$ cat src/design/lagr_pkg.sv
// Shared types and constants for the Lagrange interpolation evaluator.
// Depends on nothing; used by the controller, datapath and top level.
package lagr_pkg;

   localparam int MAX_POINTS_DEF = 64;
   localparam int FRAC_BITS_DEF  = 16;
   // width of an exact difference of two 32-bit values
   localparam int DIFF_W         = 33;

   typedef enum logic {
      OP_APPEND = 1'b0,
      OP_EVAL   = 1'b1
   } opcode_type;

   typedef enum logic [1:0] {
      STAT_OK    = 2'd0,
      STAT_DUP   = 2'd1,
      STAT_EMPTY = 2'd2,
      STAT_OVF   = 2'd3
   } status_type;

   typedef enum logic [3:0] {
      ST_IDLE,
      ST_DUP_RD,
      ST_DUP_CMP,
      ST_TERM_RD,
      ST_TERM_LD,
      ST_J,
      ST_J_WAIT,
      ST_DIV,
      ST_MUL,
      ST_MUL2,
      ST_ADD,
      ST_FINISH
   } state_type;

   // commands from controller to datapath
   typedef struct packed {
      logic append;
      logic start;
      logic dup_next;
      logic dup_found;
      logic term_init;
      logic term_load;
      logic j_next;
      logic div_start;
      logic mul;
      logic mul_done;
      logic add;
      logic i_next;
      logic finish;
   } cmd_type;

   // status from datapath to controller
   typedef struct packed {
      logic n_zero;
      logic n_one;
      logic dup_eq;
      logic dup_last;
      logic j_is_i;
      logic j_last;
      logic i_last;
      logic div_busy;
   } dstat_type;

endpackage

$ cat src/design/lagr_ctrl.sv
// Controller state machine sequencing the duplicate check and the term loops.
// Depends on lagr_pkg.
module lagr_ctrl (
   input  logic                clock,
   input  logic                reset,
   input  logic                req_valid,
   output logic                req_ready,
   input  logic                req_opcode,
   output logic                rsp_valid,
   input  logic                rsp_ready,
   output lagr_pkg::cmd_type   cmd,
   input  lagr_pkg::dstat_type dstat
);
   lagr_pkg::state_type state_ff, state_in;
   logic rsp_valid_ff, rsp_valid_in;
   logic acc;

   always_ff @(posedge clock) begin
      if (reset) begin
         state_ff     <= lagr_pkg::ST_IDLE;
         rsp_valid_ff <= 1'b0;
      end else begin
         state_ff     <= state_in;
         rsp_valid_ff <= rsp_valid_in;
      end
   end

   // next state and commands
   always_comb begin
      state_in     = state_ff;
      cmd          = '0;
      req_ready    = 1'b0;
      rsp_valid_in = rsp_valid_ff && !rsp_ready;
      acc          = 1'b0;
      unique case (state_ff)
         lagr_pkg::ST_IDLE: begin
            req_ready = 1'b1;
            acc       = req_valid;
            if (acc) begin
               if (req_opcode == lagr_pkg::OP_APPEND) begin
                  cmd.append = 1'b1;
               end else begin
                  cmd.start = 1'b1;
                  if (dstat.n_zero)     state_in = lagr_pkg::ST_FINISH;
                  else if (dstat.n_one) state_in = lagr_pkg::ST_TERM_RD;
                  else                  state_in = lagr_pkg::ST_DUP_RD;
               end
            end
         end
         lagr_pkg::ST_DUP_RD: state_in = lagr_pkg::ST_DUP_CMP;
         lagr_pkg::ST_DUP_CMP: begin
            if (dstat.dup_eq) begin
               cmd.dup_found = 1'b1;
               state_in      = lagr_pkg::ST_FINISH;
            end else if (dstat.dup_last) begin
               cmd.term_init = 1'b1;
               state_in      = lagr_pkg::ST_TERM_RD;
            end else begin
               cmd.dup_next = 1'b1;
               state_in     = lagr_pkg::ST_DUP_RD;
            end
         end
         lagr_pkg::ST_TERM_RD: state_in = lagr_pkg::ST_TERM_LD;
         lagr_pkg::ST_TERM_LD: begin
            cmd.term_load = 1'b1;
            state_in      = lagr_pkg::ST_J;
         end
         lagr_pkg::ST_J: begin
            if (!dstat.j_is_i)     state_in = lagr_pkg::ST_J_WAIT;
            else if (dstat.j_last) state_in = lagr_pkg::ST_ADD;
            else                   cmd.j_next = 1'b1;
         end
         lagr_pkg::ST_J_WAIT: begin
            cmd.div_start = 1'b1;
            state_in      = lagr_pkg::ST_DIV;
         end
         lagr_pkg::ST_DIV: begin
            if (!dstat.div_busy) begin
               cmd.mul  = 1'b1;
               state_in = lagr_pkg::ST_MUL;
            end
         end
         lagr_pkg::ST_MUL: state_in = lagr_pkg::ST_MUL2;
         lagr_pkg::ST_MUL2: begin
            cmd.mul_done = 1'b1;
            if (dstat.j_last) begin
               state_in = lagr_pkg::ST_ADD;
            end else begin
               cmd.j_next = 1'b1;
               state_in   = lagr_pkg::ST_J;
            end
         end
         lagr_pkg::ST_ADD: begin
            cmd.add = 1'b1;
            if (dstat.i_last) begin
               state_in = lagr_pkg::ST_FINISH;
            end else begin
               cmd.i_next = 1'b1;
               state_in   = lagr_pkg::ST_TERM_RD;
            end
         end
         lagr_pkg::ST_FINISH: begin
            if (!rsp_valid_ff || rsp_ready) begin
               cmd.finish   = 1'b1;
               rsp_valid_in = 1'b1;
               state_in     = lagr_pkg::ST_IDLE;
            end
         end
         default: state_in = lagr_pkg::ST_IDLE;
      endcase
   end

   assign rsp_valid = rsp_valid_ff;

   a_mul_after_div: assert property (@(posedge clock) disable iff (reset)
      (state_ff == lagr_pkg::ST_MUL) |-> !dstat.div_busy)
      else $error("multiply issued while divider busy");
   a_eval_leaves_idle: assert property (@(posedge clock) disable iff (reset)
      (req_valid && req_ready && req_opcode == lagr_pkg::OP_EVAL)
      |=> state_ff != lagr_pkg::ST_IDLE)
      else $error("evaluate transfer did not start sequencing");
   a_finish_slot: assert property (@(posedge clock) disable iff (reset)
      cmd.finish |-> (!rsp_valid_ff || rsp_ready))
      else $error("result overwritten before transfer");

endmodule

$ cat config.mk
export PLATFORM = sky130hd
export DESIGN_NAME = lagr_ctrl
export DESIGN_NICKNAME = d
export VERILOG_FILES = /design/src/design/lagr_pkg.sv /design/src/design/lagr_ctrl.sv
export SDC_FILE = /design/constraint.sdc
export NUM_CORES = 1
export LEC_CHECK = 0
export ABC_AREA = 1
export BUFFER_PORTS_ARGS = -buffer_cell sky130_fd_sc_hd__buf_2
export CAP_MARGIN = 20
export CORE_AREA = 5 5 42 44
export CTS_CLUSTER_SIZE = 20
export DETAILED_ROUTE_END_ITERATION = 10
export DIE_AREA = 0 0 47 49
export GPL_ROUTABILITY_DRIVEN = 0
export PLACE_DENSITY = 0.72
export SYNTH_ARGS = -nofsm -noshare
export SYNTH_HDL_FRONTEND = slang
export SYNTH_SLANG_ARGS = --single-unit
$ cat constraint.sdc
create_clock -name clock -period 2.05 [get_ports clock]
set_input_delay 0.205 -clock clock [delete_from_list [all_inputs] [get_ports clock]]
set_output_delay 0.205 -clock clock [all_outputs]
set_load 0.005 [all_outputs]
# Yosys cells after proc, flatten, opt, wreduce, memory -nomap -nowiden
# Cells that the tools add are included.
[classes] n_addsub=0 mul=0 n_div=0 order_cmp=0 n_eq_ne=16 shifts=0 muxes=38 n_bitwise=0 n_reduce_logical=6
[ops] cell="one-hot mux 4 bit (12 select lines)" count=1
[ops] cell="two-way mux 4 bit" count=10
[ops] cell="two-way mux 1 bit" count=20
[ops] cell="equality test 4 x 3 -> 1 bit, second input constant" count=4
[ops] cell="equality test 4 bit, second input constant" count=4
[ops] cell="two-way mux 2 bit" count=5
[ops] cell="equality test 4 x 2 -> 1 bit, second input constant" count=2
[ops] cell="!= test 2 bit, second input constant" count=4
[ops] cell="AND reduction 5 bit" count=1
[ops] cell="equality test 4 x 1 -> 1 bit, second input constant" count=1
[ops] cell="logical NOT 4 bit" count=1
[ops] cell="two-way mux 3 bit" count=1
[ops] cell="!= test 3 bit, second input constant" count=1
[ops] cell="logical NOT 1 bit" count=2
[ops] cell="one-hot mux 1 bit (2 select lines)" count=1
[ops] cell="logical AND 1 bit" count=1
[ops] cell="logical OR 1 bit" count=1
[word_totals] regBits=5 latch_bits=0 mem_bits_rw=0 mem_bits_ro=0 word_cells=62 memories=0

# Depth between registers and ports, before layout
# Gate-level depths: netlist of run 1.
[logic_depth] depth_word=5 ltp_mapped=9 mapped_depth_nobuf=9

# Worst setup path before layout of run 1
# Ideal clock, no wire load.
[synth_timing] path_type="reg2out" from="register state_ff[0]" to="output cmd[12] (netlist name)" arrival_ns=0.932 slack_ns=0.913 stages_incl_launch_ff=7 cell_sequence="dfxtp_1 buf_6 nor2_1 nand2_1 inv_1 nand2_1 nor2_1"
[synth_rtl] item="start, declared" line_no="lagr_ctrl.sv:14" rtl="lagr_pkg::state_type state_ff, state_in;"
[synth_rtl] item="start signal, assigned" line_no="lagr_ctrl.sv:20" rtl="state_ff <= lagr_pkg::ST_IDLE;"
[synth_rtl] item="start signal, assigned" line_no="lagr_ctrl.sv:23" rtl="state_ff <= state_in;"
[synth_rtl] item="end, declared" line_no="lagr_ctrl.sv:11" rtl="output lagr_pkg::cmd_type cmd,"

==> results.yml, run 1 <==
clock_tree:
  htreeDepth: 1
  cts_hold_buf: 0
  root_buffer: "clkbuf_4"
  tritoncts: "yes"
  clkLatencyLatePin_ps: 240
  ctsResizeCount: 0
  path_clk_slew_ps: 50
  cts_buffer_depth: 2
  cts_buffers: 3
  postCtsSetupBuffers: 0
  cts_sinks: 5
synthesis:
  syn_inst: 103
  ys_top_cells_by_area: "nand2_1 (21%), dfxtp_1 (18%), nor2_1 (12%)"
  synth_fa_ha_area_share_pct: 0
  synthArstFlopShare_pct: 0
  synth-simple-area-share_pct: 62.3
  synth_top_family_by_area: "simple AND/OR/NAND/NOR gates"
  yosys.area.top_type: "nand2_1"
  yosysWarnings: 0
  netlist.area_leader.share_pct: 20.5
  postSynthAreaPerCell_um2: 5.32
  syn-num-nets: 116
  synth_edf_count: 0
  ys_ff_latch: 5
  synth-xor-area-share_pct: 0
  ys.flop_type: "dfxtp_1"
  synth_compound_area_share_pct: 5.02
  yosysUniqueCellTypes: 16
  yosysSeqAreaShare_pct: 18.3
  synth_mux_area_share_pct: 0
  synth_area_um2: 548
power:
  total_power_uw: 820
  power_switching_uw: 419
  clkPwrFrac_pct: 13.9
  p_seq_share_pct: 23.7
  vdd_drop_max_uv: 674
  p_int_uw: 401
  power.density_mw_per_mm2: 1140
  p_comb_share_pct: 62.4
  swShare_pct: 51.1
  power.leakage_uw: 0.000462
routing:
  wl_um: 1380
  wl_per_cell_um: 9.23
  drtAntennaViolNets: 0
  drtIter0Drc: 13
  vias: 716
  drc: 0
  viasPerCell: 4.81
  first_pass_iters: 4
grt:
  antenna_found_initial: 0
  grtUsageMet1_pct: 18.6
  grt_pass1_wl_um: 2440
  grt_remaining_overflow: 0
  grt_pass1_vias: 614
  grt_use_met2_pct: 19.5
  use_met3_pct: 5.90
  grt.busiest_layer: "met2"
  track_usage_pct: 13.9
  grt_max_degree: 9
timing:
  finalSetupTns_ps: 0
  slew_headroom_pct: 80.3
  drv_slew: 0
  finClkSkew_ps: 7.55
  hold_viol_final: 0
  finalCriticalPeriod_ps: 1520
  tightest_slew_ps: 294
  rsz0062_at_grt: "no"
  max_clock_freq_mhz: 657
  post-route-period-util_pct: 74.3
  postLayoutSetupSlackWorst_ps: 527
  setup_viol: 0
placed_design:
  dp_hpwl_um: 1200
  dpl_cell_area_um2: 692
  pre_cts_slack_ps: 763
  placement.io_buffers: 27
  dp.cells: 145
setup_path:
  r2r_end: "state_ff[2]"
  path_cells: "nor2_2 > nand2_1 > inv_1 > nand2_1 > nor2_1 > buf_2"
  cp_slowest_cell: "dfxtp_1"
  crit_type: "reg -> out"
  crit_path_end_kind: "primary output"
  worstPathArrival_ps: 1320
  critPathBufInv: 2
  cp_common_cell: "nand2_1"
  ff2ff_path_depth: 6
  max_stage_delay_ps: 370
  cp_max_fo: 6
  start_kind: "flip-flop"
  regToRegStartpoint: "state_ff[0]"
  crit_family: "simple AND/OR/NAND/NOR gates"
  reg2reg_setup_slack_ps: 780
  required_ps: 1850
die:
  boundaryPins: 28
  dieArea_mm2: 0.00230
  initial_core_util_pct: 39.1
  core_area_mm2: 0.00140
  num_rows: 14
  die_w_um: 47
  die_h_um: 49
flow_run:
  maxCapViolCount: 0
status:
  status: "completed"
cells_and_area:
  antenna_cells: 0
  drive_gt1_share_pct: 33.8
  layoutNonFillerInstCount: 149
  syn2layout_area_growth_pct: 31.1
  fin_nets: 147
  final_area_um2: 718
min_path:
  hold_depth: 2
  worstHoldEndpoint: "rsp_valid"
  holdCritStartpoint: "reset"
  hold_path.class: "in -> reg"
## flip-flops by register name, summed over array words and instances, names as in the netlist
register,cells
state_ff,4
rsp_valid,1
## worst max-delay path by stage
| stage | from | to | slack [ps] | depth (start not counted) |
|---|---|---|---|---|
| 3_5_place_dp | state_ff[3] | cmd[12] | 760 | 6 |
| 6_report | state_ff[3] | cmd[12] | 530 | 6 |
| 5_1_grt | state_ff[2] | cmd[12] | 340 | 6 |
| 3_3_place_gp | state_ff[2] | state_ff[3] | 790 | 8 |
| 2_1_floorplan | state_ff[0] | cmd[12] | 910 | 6 |
| 4_1_cts | state_ff[2] | cmd[12] | 510 | 6 |
## Yosys cell counts (2+ instances only)
library cell	instances
a21oi_1	4
dfxtp_1	5
inv_1	16
inv_2	2
nand2_1	30
nand2_2	3
nand3_1	7
nor2_1	18
nor2_2	7
nor3_1	5
## per-stage QoR
stage	hold WS (ps)	utilization (%)
finish	184	51.2
global route	192	51.2
CTS	179	51.2
detailed placement	428	49.4
global placement	431	49.4
floorplan	274	-
## layout make-up
cell class                 instances  area, um2
fill                             172        683
multi-input combinational         79        369
timing repair buffer              27        135
sequential                         5        100
inverter                          18       67.6
clock buffer                       4       26.3
tap                               16       20.0
## power by group through the flow
stage	clock network (uW)	logic, uW	registers [uW]
floorplan	0	413	170
global placement	0	512	194
detailed placement	0	514	197
CTS	117	518	193
global route	126	584	203
finish	114	512	195
## kinds of logic after synthesis
logic type,count (synthesis)
flops,5
simple gates,74
buf+inv,19
compound gates,5
## cells in the final DEF, fill, tap and decap left out, types with 2 or more instances in the layout
cell type / instances
buf_2: 27
a21oi_1: 4
nor2_2: 7
nor2_1: 18
clkbuf_4: 3
inv_2: 2
inv_1: 16
dfxtp_1: 5
nand3_1: 7
nand2_2: 3
nor3_1: 5
nand2_1: 30
## metal layers
layer / routed length [um] / up-vias
met3: 111 / 2
met4: 17 / 0
li1: - / 375
met5: 0 / -
met1: 602 / 310
met2: 643 / 29
Note: power is estimated with default switching activity, not from simulation.
==> run 2, diff against run 1 <==
- CORE_AREA: 5 5 42 44 -> not set
- CORE_MARGIN: not set -> 5
- CORE_UTILIZATION: not set -> 39
- DIE_AREA: 0 0 47 49 -> not set
- PLACE_DENSITY: 0.72 -> 0.71
- clock period: 2.05 -> 1.3 ns (I/O delays scaled with it)
==> run 2 against run 1 <==
Effect of this change: the run now ends with setup timing left; combinational power grew 120%; die area shrank 2.1%; total power grew 110%; flip-flop and latch count is the same; hold slack lost 88 ps.
==> results.yml, run 2 (synthesized netlist as in run 1, its figures left out) <==
clock_tree:
  cts_sinks: 5
  cts_buffer_depth: 2
  cts_hold_buf: 0
  cts_buffers: 3
  htreeDepth: 1
  clkLatencyLatePin_ps: 240
  root_buffer: "clkbuf_4"
  path_clk_slew_ps: 40
  tritoncts: "yes"
cells_and_area:
  largest_reg_flops: 4
  antenna_cells: 0
  regMostFlops: "state_ff"
  fill_cells: 136
  final_common_cell: "buf_2"
  multi_input_area_um2: 450
  seqCellArea_um2: 115
  mostFrequentLayoutCells: "buf_2 (27), nand2_1 (24), nor2_1 (15)"
  syn2layout_area_growth_pct: 58.9
  layoutNonFillerInstCount: 155
  fin_nets: 154
  drive_gt1_share_pct: 50.7
die:
  die_h_um: 47.5
  boundaryPins: 28
  initial_core_util_pct: 41.6
  num_rows: 13
  core_area_mm2: 0.00132
  die_w_um: 47.5
  dieArea_mm2: 0.00225
setup_path:
  critical_path.endpoint: "cmd[8]"
  r2r_end: "state_ff[2]"
  cp_slowest_cell: "dfxtp_4"
  regToRegStartpoint: "state_ff[3]"
  crit_family: "flip-flops"
  start_kind: "flip-flop"
  cp_max_fo: 5
  crit_type: "reg -> out"
  ff2ff_path_depth: 8
  crit_path_end_kind: "primary output"
  worst-path-stages: 5
  path_cells: "inv_4 > nor2_4 > nand2_2 > nor3_2 > buf_2"
  reg2reg_setup_slack_ps: 70
  required_ps: 1170
  critPathLaunch: "state_ff[1]"
  worstPathArrival_ps: 1190
  max_stage_delay_ps: 390
  critPathBufInv: 2
routing:
  first_pass_iters: 4
  wl_um: 1770
  vias: 765
  viasPerCell: 4.94
  drc: 0
  drtIter0Drc: 24
  wl_per_cell_um: 11.4
  drtAntennaViolNets: 0
status:
  failed_checks: "setup timing"
  status: "finished with violations"
timing:
  postLayoutSetupSlackWorst_ps: -15.5
  slew_headroom_pct: 80.8
  post-route-period-util_pct: 101
  drv_slew: 0
  hold_viol_final: 0
  finalCriticalPeriod_ps: 1320
  setup_viol: 2
  rsz0062_at_grt: "yes"
  max_clock_freq_mhz: 760
  tightest_slew_ps: 286
  hold_ws_ps: 96.2
  finClkSkew_ps: 2.04
grt:
  grt_pass1_vias: 689
  track_usage_pct: 17.3
  grt_max_degree: 9
  antenna_found_initial: 0
  grt_remaining_overflow: 0
  grt_pass1_wl_um: 2820
placed_design:
  dp.cells: 145
  pre_cts_slack_ps: -1.76
  placement.io_buffers: 27
  dp_hpwl_um: 1290
flow_run:
  maxCapViolCount: 0
power:
  total_power_uw: 1710
  power.leakage_uw: 0.000514
  power.density_mw_per_mm2: 1960
  vdd_drop_max_uv: 1030
min_path:
  hold_path.class: "in -> reg"
## run 2: layout make-up
type / instances / share of cell area (%)
Inverter: 18 / 8.33
Timing Repair Buffer: 34 / 21.6
Sequential cell: 5 / 13.2
Tap cell: 15 / 2.16
Clock buffer: 4 / 3.02
Multi-Input combinational cell: 79 / 51.7
## run 2: metrics by stage
step                area, um2  util (%)  TNS (ps)
floorplan                 548         -         0
CTS                       797      60.5     -15.0
finish                    871      66.1     -16.3
detailed placement        698      53.0     -1.76
global placement          698      53.0         0
global route              871      66.1      -477
## run 2: how the worst min path moves through the flow
stage               start     endpoint  slack (ps)  depth (start not counted)
floorplan           reset  state_ff[0]         200                          1
CTS                 reset  state_ff[2]          90                          2
finish              reset  state_ff[1]         100                          2
global route        reset  state_ff[1]         100                          2
detailed placement  reset  state_ff[3]         360                          2
global placement    reset  state_ff[0]         360                          2
## run 2: where the power goes
group          leakage [uW]  internal (uW)  total (uW)  switching [uW]
clock             0.0000150            116         185            68.4
sequential        0.0000437            241         395             154
combinational      0.000455            486        1130             643
total              0.000514            843        1710             866
## run 2: metal layers
metal	wire length, um	global-route usage (%)	vias up
met4	14	6.63	0
met1	714	21.9	350
met2	941	28.3	22
li1	-	-	391
met5	0	0	-
met3	98	3.76	2
## run 2: timing repair
item / 4_1_cts / 5_1_grt
pin swaps: 3 / 7
buffers inserted: 4 / 2
resized for setup: 14 / 20
endpoints found under the setup margin: 14 / 13
